`config.mk`:
```
export PLATFORM = sky130hd
export DESIGN_NAME = pdlk_queue
export DESIGN_NICKNAME = d
export VERILOG_FILES = /design/src/hdl/pdlk_pkg.sv /design/src/hdl/pdlk_queue.sv
export SDC_FILE = /design/constraint.sdc
export NUM_CORES = 1
export LEC_CHECK = 0
export BUFFER_PORTS_ARGS = -buffer_cell sky130_fd_sc_hd__buf_2
export CAP_MARGIN = 20
export CORE_ASPECT_RATIO = 0.5
export CORE_MARGIN = 5
export CORE_UTILIZATION = 45
export CTS_CLUSTER_SIZE = 12
export DETAILED_ROUTE_END_ITERATION = 7
export PLACE_DENSITY_LB_ADDON = 0.12
export SYNTH_ARGS = -nofsm -noshare
export SYNTH_HDL_FRONTEND = slang
export SYNTH_SLANG_ARGS = --single-unit
```
`constraint.sdc`:
```
create_clock -name clk -period 11.16 [get_ports clk]
set_clock_uncertainty 0.1 [all_clocks]
set_input_delay 0 -clock clk [delete_from_list [all_inputs] [get_ports clk]]
set_output_delay 0 -clock clk [all_outputs]
set_load 0.01 [all_outputs]
```
`src/hdl/pdlk_pkg.sv`:
```
`timescale 1ns / 1ps
`default_nettype none

package pdlk_pkg;

  localparam int unsigned COORD_FRAC_BITS_DEF = 24;
  localparam int unsigned QUEUE_DEPTH = 4;
  localparam int unsigned QPTR_W = $clog2(QUEUE_DEPTH);
  localparam int unsigned QCNT_W = $clog2(QUEUE_DEPTH + 1);
  localparam int unsigned CFG_IDX_W = 3;
  localparam int unsigned CFG_DATA_W = 40;

  localparam logic signed [71:0] Q_MAX_W = 72'sd2147483647;
  localparam logic signed [71:0] Q_MIN_W = -72'sd2147483648;
  localparam logic signed [31:0] Q_MAX = 32'sh7fffffff;
  localparam logic signed [31:0] Q_MIN = 32'sh80000000;

  typedef enum logic [CFG_IDX_W-1:0] {
    CFG_DRIFT_LENGTH  = 3'd0,
    CFG_INV_GAMMA_SQ  = 3'd1,
    CFG_DP_COEFF      = 3'd2,
    CFG_KICK_STRENGTH = 3'd3,
    CFG_INV_WIDTH_SQ  = 3'd4
  } cfg_index_t;

  typedef struct packed {
    logic signed [31:0] drift_length;
    logic [24:0]        inv_gamma_sq;
    logic signed [31:0] energy_to_dp_coeff;
    logic signed [31:0] kick_strength;
    logic [39:0]        inv_width_sq;
  } pdlk_cfg_t;

  // per-particle payload that rides through the whole pipe
  typedef struct packed {
    logic               kick;
    logic               live;
    logic               last;
    logic signed [31:0] x;
    logic signed [31:0] px;
    logic signed [31:0] y;
    logic signed [31:0] py;
    logic signed [31:0] z;
    logic signed [31:0] h;
    logic signed [31:0] dg;
  } pdlk_tag_t;

  // request handed from the front to the back through the queue
  typedef struct packed {
    pdlk_tag_t   tag;
    logic [32:0] ua;
    logic        neg;
  } pdlk_item_t;

  function automatic logic signed [31:0] sat32(input logic signed [71:0] v);
    if (v > Q_MAX_W) return Q_MAX;
    else if (v < Q_MIN_W) return Q_MIN;
    else return v[31:0];
  endfunction

  // exact product, floor shift, saturate
  function automatic logic signed [31:0] mulq(input logic signed [31:0] a,
                                              input logic signed [31:0] b,
                                              input int unsigned s);
    logic signed [63:0] p;
    p = a * b;
    p = p >>> s;
    return sat32(72'(p));
  endfunction

endpackage

`default_nettype wire

```
`src/hdl/pdlk_queue.sv`:
```
`timescale 1ns / 1ps
`default_nettype none

module pdlk_queue #(
  parameter int unsigned COORD_FRAC_BITS = pdlk_pkg::COORD_FRAC_BITS_DEF,
  localparam int unsigned UD_W = (COORD_FRAC_BITS > 31) ? COORD_FRAC_BITS + 2 : 33
) (
  input  logic                 clk,
  input  logic                 rst_n,
  input  logic                 push,
  input  pdlk_pkg::pdlk_item_t push_item,
  input  logic [UD_W-1:0]      push_ud,
  output logic                 full,
  input  logic                 pop,
  output logic                 empty,
  output pdlk_pkg::pdlk_item_t head_item,
  output logic [UD_W-1:0]      head_ud
);
  import pdlk_pkg::*;

  pdlk_item_t      item_r [QUEUE_DEPTH];
  logic [UD_W-1:0] ud_r   [QUEUE_DEPTH];
  logic [QPTR_W-1:0] wr_ptr_r, rd_ptr_r;
  logic [QCNT_W-1:0] cnt_r, cnt_nxt;

  assign full = (cnt_r == QCNT_W'(QUEUE_DEPTH));
  assign empty = (cnt_r == '0);
  assign head_item = item_r[rd_ptr_r];
  assign head_ud = ud_r[rd_ptr_r];

  always_comb begin
    cnt_nxt = cnt_r;
    if (push && !pop) cnt_nxt = cnt_r + 1'b1;
    else if (pop && !push) cnt_nxt = cnt_r - 1'b1;
  end

  always_ff @(posedge clk) begin
    if (!rst_n) begin
      wr_ptr_r <= '0;
      rd_ptr_r <= '0;
      cnt_r    <= '0;
    end else begin
      if (push) wr_ptr_r <= wr_ptr_r + 1'b1;
      if (pop) rd_ptr_r <= rd_ptr_r + 1'b1;
      cnt_r <= cnt_nxt;
    end
  end

  always_ff @(posedge clk) begin
    if (push) begin
      item_r[wr_ptr_r] <= push_item;
      ud_r[wr_ptr_r]   <= push_ud;
    end
  end

endmodule

`default_nettype wire

```
==> results.md <==
- Drt total wl: 98500 um
- Max clock buf depth: 3
- Vias: 21.3k
- P_sw: 2.14 mW
- CP Cell Sequence: buf_12 -> buf_12 -> mux4_1 -> buf_2
- Sequential element share of the synthesized area: 81.8%
- Endpoints failing hold: 0
- Fin util: 59.4%
- Commonest non-fill, non-tap cells in the layout: 1176 x edfxtp_1, 593 x buf_2, 588 x dlygate4sd3_1
- Synth Area per Inst: 27.5 um^2
- I/O pins: 594
- Yosys reg bits: 1185
- Initial Utilization: 45.5%
- Final Max Tran Viols: 0
- Clock share of power: 35.1%
- Hold Crit Endpoint: item_r[3][82]$_DFFE_PP_
- MaxCap Viol Count: 0
- Final nets: 3131
- CTS tree: done
- Switching Share: 22.2%
- Post-route minimum period: 4.20 ns
- Slowest cell delay on critical path: 0.83 ns
- Port Buf Inserts: 593
- Int Power: 7.51 mW
- VDD IR max: 0.136 mV
- Die area: 103000 um^2
- Logic gate share of total power: 11.2%
- H-tree lvl count: 3
- Arrival @ worst endpoint: 4.10 ns
- Clock Pin Slew Worst Setup and Hold Paths: 0.06 ns
- Hold Path Class: in2reg
- Most common cell after layout, fill and taps aside: edfxtp_1
- Grt ovf: 0
- Clock Latency Late Sink: 0.69 ns
- First-pass GRT wire length: 148000 um
- Reg area: 35500 um^2
- Drt first pass iters: 7
- Synthesized instance count: 1579
- Post-route ant nets: 0
- Clk sinks: 1185
- Tot GR Track Use: 19.1%
- WL per Instance: 23.7 um
- Final period utilization: 37.7%
- Worst hold path depth: 2
- DRC viols: 0
- Critical path class: reg2out
- Hold buffers post-CTS: 587
- Most used cell, CP: buf_12
- Power density cells: 170 nW/um^2
- Fill cells: 7084
- Final setup TNS: 0 ns
- Chip Height: 230 um
- Number of global-route vias before repair: 23.5k
- Synth Warn #: 0
- Post_cts resized: 0
- Delay-heaviest family, CP: buffers and inverters
- RSZ-0062 raised after global routing: false
- Cells on worst reg2reg path: 4
- Total CTS buffers: 111
- Rows: 80
- Static leakage: 19.5 nW
- Starting DRT DRC Count: 1209
- Slew HR: 26.2%
- Setup crit end kind: primary output
- Critical Path Fanout Max: 113
- Required @ worst endpoint: 11.06 ns
- Leading area contributor after synthesis: edfxtp_1
- Synth unique cells: 22
- DP Wirelength: 57600 um
- Peak Freq: 0.238 GHz
- Top cell type's share of synthesized area: 81.3%
- Sequential Power Share: 53.6%
- Actual slew at the worst max-slew pin: 1.11 ns
- R2R Path End: item_r[3][88]$_DFFE_PP_
- Min-delay src: push_item[82]
- R2r setup slk: 7.66 ns
- Final setup vio count: 0
- Die X: 449 um
- Via-to-Cell Ratio: 5.14
- Critical Path Start Type: register
- Initial antenna violation count: 3
- Core area: 95500 um^2
- Area of the multi-input gates: 7390 um^2
- Setup repair bufs after CTS: 0
- Status: finished, final reports clean
- Area growth from synthesis to layout: 30.6%
- Syn_nets: 1883
- Slowest cell on crit path: dfxtp_4
- Synthesized area: 43400 um^2
- CP Buf/Inv Count: 3
- Largest net degree at the start of global routing: 140
- Layout cells sized above 1: 31.2%
- Placer Congestion: 0.738
- R2R Path Start: wr_ptr_r[0]$_SDFFE_PN0P_
- Ranking of synthesized cells by area: edfxtp_1 81%, mux4_1 8.2%, mux4_2 8.2%
- Root Driver: clkbuf_16
==> power by group through the flow <==
| stage | registers [mW] | logic [mW] | clock network [mW] |
|---|---|---|---|
| 3_3_place_gp | 5.27 | 0.938 | 0 |
| 3_5_place_dp | 5.27 | 0.944 | 0 |
| 5_1_grt | 5.19 | 1.16 | 3.69 |
| 2_1_floorplan | 5.30 | 0.534 | 0 |
| 4_1_cts | 5.18 | 1.12 | 3.49 |
| 6_report | 5.18 | 1.08 | 3.39 |
==> area by class of cell <==
type | count | area share (%)
Antenna cell | 4 | 0.0177
Clock buffer | 153 | 5.35
Clock inverter | 7 | 0.110
Inverter | 4 | 0.0265
Multi-Input combinational cell | 324 | 13.0
Sequential cell | 1185 | 62.6
Tap cell | 1271 | 2.81
Timing Repair Buffer | 1201 | 16.0
==> synth_stat cells <==
cell type	instances
edfxtp_1	1176
mux4_2	158
mux4_1	136
buf_2	31
buf_6	27
and2_1	9
dfxtp_1	9
clkbuf_1	5
ha_1	5
inv_1	4
buf_8	3
xor2_1	3
mux2i_1	2
nor2b_1	2
xnor2_1	2
a21boi_0	1
fa_1	1
nand2_1	1
nor3_1	1
nor3b_1	1
o21ai_0	1
or3_1	1
==> logic make-up (layout without fill, tap and decap cells) <==
family	after synthesis	in the layout	share of synthesized area (%)
AND/OR/NAND/NOR	15	15	0.210
adder cells (fa/ha/maj)	6	6	0.190
AO/OA/AOI/OAI	2	2	0.0288
other	0	4	0
XOR/XNOR	5	5	0.101
buffers and inverters	70	1365	1.24
multiplexers	296	296	16.5
flip-flops	1185	1185	81.8
==> worst max-delay path by stage <==
stage,startpoint,to,slack (ns),cells past startpoint
2_1_floorplan,wr_ptr_r[0]$_SDFFE_PN0P_,item_r[0][0]$_DFFE_PP_,3.17,3
3_3_place_gp,wr_ptr_r[0]$_SDFFE_PN0P_,item_r[3][252]$_DFFE_PP_,7.56,4
3_5_place_dp,register,head_item[109],7.57,4
4_1_cts,register,head_item[109],6.78,4
5_1_grt,register,head_ud[16],6.60,4
6_report,register,head_ud[16],6.96,4
==> metrics by stage <==
stage                     hold WS, ns  power (mW)  instances  setup WS (ns)  cell area, um^2
after floorplan              -0.00113        5.84       1579           3.17            43400
after global routing          0.00538        10.0       4148           6.60            56700
after CTS                    0.000668        9.78       4144           6.78            56700
after detailed placement        0.115        6.22       3397           7.57            47700
final                          0.0416        9.65       4149           6.96            56700
after global placement          0.113        6.20       3397           7.56            47700
==> sequential cells by signal, summed over array words and instances, names as in the netlist, named ones only <==
register	flops
ud_r	132
wr_ptr_r	2
cnt_r	3
rd_ptr_r	2
item_r	1044
==> routing by layer <==
layer | share of wire, % | vias up | wire length [um] | track usage, %
met5 | 0 | - | 0 | 0
met4 | 2.3 | 0 | 2220 | 4.84
met3 | 3.2 | 130 | 3140 | 3.42
met2 | 56 | 382 | 55500 | 36.2
met1 | 38 | 11300 | 37600 | 22.4
li1 | - | 9496 | - | -
No activity file was read; power rests on OpenSTA's default activity.
